File: config.mk
export PLATFORM = sky130hd
export DESIGN_NAME = sync_header_deframer_top_flat
export DESIGN_NICKNAME = d
export VERILOG_FILES = /design/src/sv/shd_pkg.sv /design/src/sv/shd_if.sv /design/src/sv/shd_parser.sv /design/src/sv/shd_outq.sv /design/src/sv/sync_header_deframer_top.sv /design/src/flat_wrapper.sv
export SDC_FILE = /design/constraint.sdc
export NUM_CORES = 1
export LEC_CHECK = 0
export BUFFER_PORTS_ARGS = -buffer_cell sky130_fd_sc_hd__buf_2
export CORE_MARGIN = 10
export CORE_UTILIZATION = 55
export CTS_CLUSTER_DIAMETER = 120
export CTS_CLUSTER_SIZE = 28
export DETAILED_ROUTE_END_ITERATION = 12
export PLACE_DENSITY = 0.82
export SETUP_SLACK_MARGIN = 0.5
export SLEW_MARGIN = 15
export SYNTH_ARGS = -nofsm -noshare
export SYNTH_HDL_FRONTEND = slang
export SYNTH_HIERARCHICAL = 1
export SYNTH_SLANG_ARGS = --single-unit
export TNS_END_PERCENT = 50
File: constraint.sdc
create_clock -name clk -period 6 [get_ports clk]
set_clock_uncertainty 0.15 [all_clocks]
set_input_delay 1.2 -clock clk [delete_from_list [all_inputs] [get_ports clk]]
set_output_delay 1.2 -clock clk [all_outputs]
set_load 0.005 [all_outputs]
File: src/sv/shd_pkg.sv
package shd_pkg;

  localparam logic [7:0] SYNC_B0 = 8'hF1;
  localparam logic [7:0] SYNC_B1 = 8'hA5;
  localparam logic [7:0] SYNC_B2 = 8'hC3;

  // register indexes on the configuration port
  localparam logic [1:0] REG_LONG_TYPE   = 2'd0;
  localparam logic [1:0] REG_SHORT_FIRST = 2'd1;
  localparam logic [1:0] REG_SHORT_LAST  = 2'd2;

  // hunt_step code for a completed sync sequence
  localparam logic [1:0] SYNC_DONE = 2'd3;

  localparam int QDEPTH = 4;
  localparam int QAW    = $clog2(QDEPTH);
  localparam int QCW    = $clog2(QDEPTH + 1);

  typedef struct packed {
    logic [3:0] long_type_code;
    logic [3:0] short_type_first;
    logic [3:0] short_type_last;
  } cfg_t;

  typedef struct packed {
    logic [7:0] frame_byte;
    logic [3:0] frame_kind;
    logic [9:0] frame_size;
    logic       empty_marker;
    logic       frame_end;
  } res_t;

  // results of one accepted byte: 0, 1 or 2 of them
  typedef struct packed {
    logic [1:0]      n;
    res_t [1:0]      res;
  } push_t;

  typedef struct packed {
    logic [QCW-1:0] count;
    logic           can_take;
  } q_stat_t;

  // one byte of the sync hunt; SYNC_DONE when F1 A5 C3 has just completed
  function automatic logic [1:0] hunt_step(input logic [1:0] prog, input logic [7:0] b);
    logic [1:0] restart;
    restart = (b == SYNC_B0) ? 2'd1 : 2'd0;
    case (prog)
      2'd1:    hunt_step = (b == SYNC_B1) ? 2'd2 : restart;
      2'd2:    hunt_step = (b == SYNC_B2) ? SYNC_DONE : restart;
      default: hunt_step = restart;
    endcase
  endfunction

endpackage

File: src/sv/shd_if.sv
interface shd_in_if;
  logic       valid;
  logic       ready;
  logic [7:0] rx_byte;

  modport source (output valid, output rx_byte, input ready);
  modport sink   (input valid, input rx_byte, output ready);
endinterface

interface shd_out_if;
  logic       valid;
  logic       ready;
  logic [7:0] frame_byte;
  logic [3:0] frame_kind;
  logic [9:0] frame_size;
  logic       empty_marker;
  logic       frame_end;

  modport source (output valid, output frame_byte, output frame_kind, output frame_size,
                  output empty_marker, output frame_end, input ready);
  modport sink   (input valid, input frame_byte, input frame_kind, input frame_size,
                  input empty_marker, input frame_end, output ready);
endinterface

File: src/sv/shd_parser.sv
module shd_parser (
  input  logic          clk,
  input  logic          rst_n,
  input  logic          acc,
  input  logic [7:0]    rx_byte,
  input  shd_pkg::cfg_t cfg,
  output shd_pkg::push_t push,
  output logic [1:0]    phase
);
  import shd_pkg::*;

  typedef enum logic [1:0] {PH_HUNT, PH_HDR0, PH_HDR1, PH_BODY} phase_t;

  phase_t     phase_r, phase_nxt;
  logic [1:0] prog_r, prog_nxt;
  logic [7:0] hdr0_r, hdr0_nxt;
  logic [3:0] kind_r, kind_nxt;
  logic [9:0] size_r, size_nxt;
  logic [9:0] left_r, left_nxt;

  logic [1:0] h;
  logic [3:0] kind;
  logic [9:0] len;

  always_comb begin
    phase_nxt = phase_r;
    prog_nxt  = prog_r;
    hdr0_nxt  = hdr0_r;
    kind_nxt  = kind_r;
    size_nxt  = size_r;
    left_nxt  = left_r;
    push      = '0;
    h         = 2'd0;
    kind      = hdr0_r[7:4];
    if (kind == cfg.long_type_code) begin
      len = {hdr0_r[3:0], rx_byte[7:2]};
    end else if (kind inside {[cfg.short_type_first:cfg.short_type_last]}) begin
      len = {3'd0, hdr0_r[3:0], rx_byte[7:5]};
    end else begin
      len = '0;
    end

    if (acc) begin
      case (phase_r)
        PH_HDR0: begin
          hdr0_nxt  = rx_byte;
          phase_nxt = PH_HDR1;
        end
        PH_HDR1: begin
          kind_nxt  = kind;
          size_nxt  = len;
          phase_nxt = PH_HUNT;
          prog_nxt  = 2'd0;
          push.res[0].frame_kind = kind;
          push.res[0].frame_size = len;
          push.res[1].frame_kind = kind;
          push.res[1].frame_size = len;
          if (len == 10'd0) begin
            // empty frame: both header bytes go back to the sync hunt
            push.n = 2'd1;
            push.res[0].empty_marker = 1'b1;
            push.res[0].frame_end    = 1'b1;
            prog_nxt = hunt_step(hunt_step(2'd0, hdr0_r), rx_byte);
          end else if (len == 10'd1) begin
            push.n = 2'd1;
            push.res[0].frame_byte = hdr0_r;
            push.res[0].frame_end  = 1'b1;
            prog_nxt = hunt_step(2'd0, rx_byte);
          end else begin
            push.n = 2'd2;
            push.res[0].frame_byte = hdr0_r;
            push.res[1].frame_byte = rx_byte;
            push.res[1].frame_end  = (len == 10'd2);
            left_nxt = len - 10'd2;
            if (len != 10'd2) phase_nxt = PH_BODY;
          end
        end
        PH_BODY: begin
          left_nxt = left_r - 10'd1;
          push.n = 2'd1;
          push.res[0].frame_byte = rx_byte;
          push.res[0].frame_kind = kind_r;
          push.res[0].frame_size = size_r;
          push.res[0].frame_end  = (left_nxt == 10'd0);
          if (left_nxt == 10'd0) begin
            phase_nxt = PH_HUNT;
            prog_nxt  = 2'd0;
          end
        end
        default: begin
          h = hunt_step(prog_r, rx_byte);
          if (h == SYNC_DONE) begin
            prog_nxt  = 2'd0;
            phase_nxt = PH_HDR0;
          end else begin
            prog_nxt = h;
          end
        end
      endcase
    end
  end

  always_ff @(posedge clk) begin
    if (!rst_n) begin
      phase_r <= PH_HUNT;
      prog_r  <= 2'd0;
      hdr0_r  <= '0;
      kind_r  <= '0;
      size_r  <= '0;
      left_r  <= '0;
    end else begin
      phase_r <= phase_nxt;
      prog_r  <= prog_nxt;
      hdr0_r  <= hdr0_nxt;
      kind_r  <= kind_nxt;
      size_r  <= size_nxt;
      left_r  <= left_nxt;
    end
  end

  assign phase = phase_r;

endmodule

File: src/sv/shd_outq.sv
module shd_outq (
  input  logic             clk,
  input  logic             rst_n,
  input  shd_pkg::push_t   push,
  input  logic             pop,
  output shd_pkg::res_t    head,
  output shd_pkg::q_stat_t stat
);
  import shd_pkg::*;

  res_t [QDEPTH-1:0] mem_r;
  logic [QAW-1:0]    wr_ptr_r, wr_ptr_nxt;
  logic [QAW-1:0]    rd_ptr_r, rd_ptr_nxt;
  logic [QCW-1:0]    count_r, count_nxt;
  logic              popped;

  always_comb begin
    popped     = pop && (count_r != '0);
    wr_ptr_nxt = wr_ptr_r + QAW'(push.n);
    rd_ptr_nxt = rd_ptr_r + QAW'(popped);
    count_nxt  = count_r + QCW'(push.n) - QCW'(popped);
  end

  always_ff @(posedge clk) begin
    if (push.n != 2'd0) mem_r[wr_ptr_r] <= push.res[0];
    if (push.n == 2'd2) mem_r[wr_ptr_r + QAW'(1)] <= push.res[1];
  end

  always_ff @(posedge clk) begin
    if (!rst_n) begin
      wr_ptr_r <= '0;
      rd_ptr_r <= '0;
      count_r  <= '0;
    end else begin
      wr_ptr_r <= wr_ptr_nxt;
      rd_ptr_r <= rd_ptr_nxt;
      count_r  <= count_nxt;
    end
  end

  assign head          = mem_r[rd_ptr_r];
  assign stat.count    = count_r;
  // room for the two results a header byte may bring
  assign stat.can_take = (count_r <= QCW'(QDEPTH - 2));

endmodule

File: src/sv/sync_header_deframer_top.sv
// Byte-serial deframer: hunts for the sync F1 A5 C3, decodes the two header
// bytes that follow and streams the frame's bytes out with type, length and a
// last mark; a zero-length frame gives one empty marker. One byte is taken
// every cycle; the byte that completes a header may yield two results, which
// a four-entry output queue absorbs, so the input stalls only when the
// output side holds off. Results enter the queue as their byte is taken.
// Configuration writes take effect at the next decoded header.
module sync_header_deframer_top (
  input  logic            clk,
  input  logic            rst_n,
  shd_in_if.sink          in_ch,
  shd_out_if.source       out_ch,
  input  logic            cfg_we,
  input  logic [1:0]      cfg_index,
  input  logic [3:0]      cfg_data
);
  import shd_pkg::*;

  cfg_t    cfg_r;
  push_t   push;
  res_t    head;
  q_stat_t stat;
  logic    acc;
  logic [1:0] phase;

  always_ff @(posedge clk) begin
    if (!rst_n) begin
      cfg_r.long_type_code   <= 4'd1;
      cfg_r.short_type_first <= 4'd2;
      cfg_r.short_type_last  <= 4'd3;
    end else if (cfg_we) begin
      case (cfg_index)
        REG_LONG_TYPE:   cfg_r.long_type_code   <= cfg_data;
        REG_SHORT_FIRST: cfg_r.short_type_first <= cfg_data;
        REG_SHORT_LAST:  cfg_r.short_type_last  <= cfg_data;
        default: ;
      endcase
    end
  end

  assign in_ch.ready = stat.can_take;
  assign acc         = in_ch.valid && stat.can_take;

  shd_parser u_parser (
    .clk     (clk),
    .rst_n   (rst_n),
    .acc     (acc),
    .rx_byte (in_ch.rx_byte),
    .cfg     (cfg_r),
    .push    (push),
    .phase   (phase)
  );

  shd_outq u_outq (
    .clk   (clk),
    .rst_n (rst_n),
    .push  (push),
    .pop   (out_ch.ready),
    .head  (head),
    .stat  (stat)
  );

  assign out_ch.valid        = (stat.count != '0);
  assign out_ch.frame_byte   = head.frame_byte;
  assign out_ch.frame_kind   = head.frame_kind;
  assign out_ch.frame_size   = head.frame_size;
  assign out_ch.empty_marker = head.empty_marker;
  assign out_ch.frame_end    = head.frame_end;

  a_q_bound: assert property (@(posedge clk) disable iff (!rst_n)
    stat.count <= QCW'(QDEPTH))
    else $error("output queue overfilled");

  a_push_needs_request: assert property (@(posedge clk) disable iff (!rst_n)
    (push.n != 2'd0) |-> acc)
    else $error("result pushed without an accepted request");

  a_pair_from_header: assert property (@(posedge clk) disable iff (!rst_n)
    (push.n == 2'd2) |-> (phase == 2'd2))
    else $error("two results outside the second header byte");

  a_idle_stays_empty: assert property (@(posedge clk) disable iff (!rst_n)
    (stat.count == '0 && push.n == 2'd0) |=> !out_ch.valid)
    else $error("result appeared from an empty queue");

endmodule

File: src/flat_wrapper.sv
// flat-port wrapper written by rule: the top's interface ports become plain ports
module sync_header_deframer_top_flat import shd_pkg::*;
  (clk, rst_n, cfg_we, cfg_index, cfg_data, in_ch_valid, in_ch_rx_byte, in_ch_ready, out_ch_valid, out_ch_frame_byte, out_ch_frame_kind, out_ch_frame_size, out_ch_empty_marker, out_ch_frame_end, out_ch_ready);
  shd_in_if in_ch_i ();
  shd_out_if out_ch_i ();
  input  logic clk;
  input  logic rst_n;
  input  logic cfg_we;
  input  logic [1:0] cfg_index;
  input  logic [3:0] cfg_data;
  input wire logic [$bits(in_ch_i.valid)-1:0] in_ch_valid;
  input wire logic [$bits(in_ch_i.rx_byte)-1:0] in_ch_rx_byte;
  output wire logic [$bits(in_ch_i.ready)-1:0] in_ch_ready;
  output wire logic [$bits(out_ch_i.valid)-1:0] out_ch_valid;
  output wire logic [$bits(out_ch_i.frame_byte)-1:0] out_ch_frame_byte;
  output wire logic [$bits(out_ch_i.frame_kind)-1:0] out_ch_frame_kind;
  output wire logic [$bits(out_ch_i.frame_size)-1:0] out_ch_frame_size;
  output wire logic [$bits(out_ch_i.empty_marker)-1:0] out_ch_empty_marker;
  output wire logic [$bits(out_ch_i.frame_end)-1:0] out_ch_frame_end;
  input wire logic [$bits(out_ch_i.ready)-1:0] out_ch_ready;
  assign in_ch_i.valid = in_ch_valid;
  assign in_ch_i.rx_byte = in_ch_rx_byte;
  assign in_ch_ready = in_ch_i.ready;
  assign out_ch_valid = out_ch_i.valid;
  assign out_ch_frame_byte = out_ch_i.frame_byte;
  assign out_ch_frame_kind = out_ch_i.frame_kind;
  assign out_ch_frame_size = out_ch_i.frame_size;
  assign out_ch_empty_marker = out_ch_i.empty_marker;
  assign out_ch_frame_end = out_ch_i.frame_end;
  assign out_ch_i.ready = out_ch_ready;
  sync_header_deframer_top u_core (.clk(clk), .rst_n(rst_n), .in_ch(in_ch_i), .out_ch(out_ch_i), .cfg_we(cfg_we), .cfg_index(cfg_index), .cfg_data(cfg_data));
endmodule
Word level (Yosys, flattened, before mapping)
Index checks and enable logic that the tools add are counted.

Bits in latches: 0. Flip-flop bits (word level): 151. Bits in read-only memories: 0. Memories: 0. Logic and storage cells: 144. RAM bits: 0.

Add/sub/neg operators: 7. Reduce and logical (&&, ||, !) cells: 21. Bitwise gates (word level): 1. Div/mod/pow operators: 0. $lt $le $gt $ge: 8. Equality and inequality tests: 22. Multipliers: 0. Shift-type cells: 0. Mux-type cells: 53.

Operators by type and width (count): 96-bit bitwise mux (2); 96-bit 2-to-1 mux (2); 24-bit demux with 2-bit select (2); 24-bit 2-to-1 mux (4); 24-bit binary-select mux with 2-bit select (1); 22-bit one-hot mux with 2 select lines (1); 8-bit equality test, second input constant (4); 2-bit 2-to-1 mux (16); 10-bit 2-to-1 mux (3); 25-bit 2-to-1 mux (1); 22-bit 2-to-1 mux (1); 10-bit zero test (2); 10-bit one-hot mux with 2 select lines (1); 8-bit 2-to-1 mux (2); 2-bit equality test, second input constant (7); 2-bit one-hot mux with 2 select lines (3); 2-bit one-hot mux with 3 select lines (2); 10-bit by 1-bit equality test with 1-bit output, second input constant (1); 10-bit by 2-bit equality test with 1-bit output, second input constant (1); 10-bit by 2-bit inequality test with 1-bit output, second input constant (1); 2-bit AND reduction (5); 10-bit by 1-bit subtractor with 10-bit output, second input constant (1); 10-bit by 2-bit subtractor with 10-bit output, second input constant (1); 2-bit by 3-bit < comparator with 1-bit output, second input constant (3); 25 further kinds (45).

Longest topological paths before layout
Depth in word-level cells: 13. Depth in mapped cells: 17. Mapped depth without buffers: 15.

Hierarchy
Netlist, hierarchy kept.

Modules (own cells, without submodules): shd_outq (cells each 583, times used 1, area each 5086.1 µm²); shd_parser (cells each 421, times used 1, area each 3051.7 µm²); sync_header_deframer_top (cells each 50, times used 1, area each 515.5 µm²).

Worst setup path before layout
Ideal clock, no wire load.

Kind: input to register. Start: in in_ch_rx_byte[6]. End: reg u_core.u_outq.count_r[2]. Library setup time: 0.115 ns. Data required time: 5.735 ns. Data arrival time: 3.509 ns. Setup slack: 2.226 ns. Stages: 14. Cell sequence: clkbuf_1 nor4_2 nand2_1 nand3_1 a21oi_1 clkbuf_1 buf_4 inv_1 ha_1 inv_1 fa_1 xnor2_1 xnor2_1 and2_1.

RTL lines: from (decl) (line flat_wrapper.sv:12) `input wire logic [$bits(in_ch_i.rx_byte)-1:0] in_ch_rx_byte;`; to (signal assigned) (line shd_outq.sv:37) `count_r <= count_nxt;`; to (decl) (line shd_outq.sv:14) `logic [QCW-1:0] count_r, count_nxt;`.

==> qor.txt <==
mean number of vias per cell: 6.50
core area: 15,300 sq um
routability cong.: 0.914
buffers and inverters on the worst path: 1
Avg Inst Size Synth: 8.21 sq um
Hold Slack: 0.316 ns
ys async rst share: 0%
die width: 145 um
Ports: 45
leakage power: 3.85 nW
status: completed
Top Family by Delay on Critical Path: simple AND/OR/NAND/NOR gates
via count: 8,175
Worst Path Arrival: 4.90 ns
vias in the first global route: 7,582
WL/cell: 19.1 um
Die Height: 145 um
clock buffer depth: 2
Slew @ Worst Pin: 1.19 ns
CTS buffer count: 17
DRT iter0 DRCs: 1,062
Die Area: 21,100 sq um
CTS H-Tree Depth: 4
cts hold-fix bufs: 0
DP Wirelength: 15,000 um
post_cts resized: 0
Total GRT Usage: 21.9%
Post-Synthesis Cell Area: 8650 sq um
Clock Sink Count: 151
Pwr Density: 255 nW/um^2
IO buf count: 44
synthesized-area fraction occupied by adder cells: 3.12%
Synth Net Count: 1,094
DRC: 0
unrepaired setup endpoints after global routing: no
total wire length: 24,100 um
Worst-Skew Late Latency: 0.44 ns
CP Class: register to register
Compound-Gate Fraction of Synth Area: 21.8%
post-synth cell types: 78
Max VDD drop: 0.222 mV
clk root buf: clkbuf_16
starting density of the core: 56.5%
Post-Syn Instances: 1,054
ANT cells: 0
Seq cells post-synth: 151
top cells by area, synth: dfxtp_1, o21ai_0, mux4_2
Setup Viol. Count Final: 0
top cell type's share of synthesized area: 34.9%
number of enable flip-flop cells after synthesis: 0
Nets: 1,075
Peak Freq: 0.211 GHz
Largest stage delay, worst path: 1.07 ns
class of the worst hold path: register to register
fill cell count: 1,275
max_slew headroom: 20.7%
mux cell area share after synthesis: 10.4%
most frequent cell after synthesis: dfxtp_1
global-route wire length before repair: 39,100 um
global route overflow: 0
Pre-antenna DRT Iters: 6
top post-synthesis cells by count: dfxtp_1, o21ai_0, nor2_1
register clock-pin slew on the reported worst setup and hold paths: 0.06 ns
CTS tree: yes
Final Cycle Share: 79.1%
Area Overhead vs Synth: 9.11%
Main synth FF type: dfxtp_1
total negative slack: 0 ns
initial antenna violation count: 0
CP max-delay cell: nand4b_1
largest net degree at the start of global routing: 79
minimum clock period: 4.74 ns
final hold violations: 0
Setup Buffers After CTS: 0
worst-path fanout max: 26
ratio of cells with drive above 1 in the final layout: 13.1%
critical-path cell list: ha_1 -> nor2b_1 -> o211ai_1 -> a21oi_2 -> nor2_1 -> nand3_1 -> nand3_1 -> nand2b_1 -> nand4b_1 -> buf_12 -> nor2_1 -> a31oi_1
Synthesis Warnings: 6
Final Slew Violations: 0
Cell Rows: 45
WP data required: 6.16 ns
sequential area share after synthesis: 34.9%
Worst Setup End Kind: register
max cap viols: 0
Antenna Nets Post-Route: 0
critical path startpoint category: register
simple-gate area share of the yosys netlist: 22.1%
largest area contributor in the synthesized netlist: dfxtp_1
post-synthesis xor/xnor area fraction: 1.52%
main combinational cell family by area after synthesis: simple AND/OR/NAND/NOR gates
## where the power goes
group	internal, W	total [W]	switching [W]	leakage, nW
Sequential	0.00102	0.00108	0.0000585	1.22
Combinational	0.000107	0.000200	0.0000933	2.33
Clock	0.000699	0.00113	0.000434	0.300
Total	0.00183	0.00241	0.000586	3.85
## placed cells by master, fill, tap and decap left out, types with 4 or more instances in the layout
cell type	instances
o211a_1	4
mux2i_1	36
and2_1	30
nor2b_1	11
a22o_1	4
nand4_1	6
nand3_1	89
buf_4	11
a21oi_1	18
clkbuf_16	17
o21ai_0	108
mux4_2	24
clkbuf_8	4
a31oi_1	79
ha_1	20
inv_1	23
a21boi_0	23
or3_1	4
nor2_1	100
a21o_1	11
and3_1	5
dfxtp_1	149
nor4_1	4
nor3_1	14
o31ai_1	4
o21a_1	14
nand2_1	96
buf_2	44
xnor2_1	12
## per-layer routing
metal  global-route usage [%]  wire length [um]
met1                     27.9              9950
met2                     33.8             11000
met3                     5.68              2340
met4                     10.2               820
met5                        0                 0
## path summary, 6_finish.rpt
check	start	endpoint	slack [ns]	cells after the start
hold / removal	u_core/cfg_r[2]$_SDFFE_PN0P_	u_core/cfg_r[2]$_SDFFE_PN0P_	0.32	2
setup / recovery	u_core/u_parser/hdr0_r[5]$_SDFFE_PN0P_	u_core/u_outq/mem_r[3]$_DFF_P_	1.26	12
hold reg to reg	u_core/cfg_r[2]$_SDFFE_PN0P_	u_core/cfg_r[2]$_SDFFE_PN0P_	0.32	2
setup reg to reg	u_core/u_parser/hdr0_r[5]$_SDFFE_PN0P_	u_core/u_outq/mem_r[3]$_DFF_P_	1.26	12
## tightest hold or removal path, delay by kind of cell (launching register included)
kind / cells / cell delay, ns
flip-flops: 1 / 0.31
multiplexers: 1 / 0.06
AND/OR/NAND/NOR: 1 / 0.05
## stage by stage
stage / std cells / util, % / cell area, sq um / worst slack, ns / total power (W)
finish: 1258 / 61.7 / 9440 / 1.26 / 0.00241
global route: 1258 / 61.7 / 9440 / 0.993 / 0.00249
CTS: 1258 / 61.6 / 9440 / 1.45 / 0.00242
detailed placement: 1227 / 57.6 / 8820 / 1.34 / 0.00130
global placement: 1227 / 57.6 / 8820 / 1.49 / 0.00130
floorplan: 1054 / - / 8650 / 2.23 / 0.00124
## kinds of logic after synthesis
group	Yosys count
DFF	151
and+or+nand+nor	390
adders and majority gates	21
xor gates and xnor gates	15
buffers and inverters	118
muxes	60
AOI/OAI and AO/OA	298
other	1
## registers in the layout, indices dropped and copies added (netlist names)
signal                  flops
u_core/cfg_r               12
u_core/u_outq/count_r       3
u_core/u_outq/mem_r        96
u_core/u_outq/rd_ptr_r      2
u_core/u_outq/wr_ptr_r      2
u_core/u_parser/hdr0_r      8
u_core/u_parser/kind_r      4
u_core/u_parser/left_r     10
u_core/u_parser/phase       2
u_core/u_parser/prog_r      2
u_core/u_parser/size_r     10
## area by class of cell
class	count	area [sq um]	area share (%)
inverters	24	91.3	0.967
multi-input cells	785	5120	54.2
repair buffers	56	323	3.42
flip-flops and latches	151	3030	32.0
clock buffers	22	484	5.13
well taps	211	264	2.80
clock inverters	9	136	1.44
Note: power is estimated with default switching activity, not from simulation.
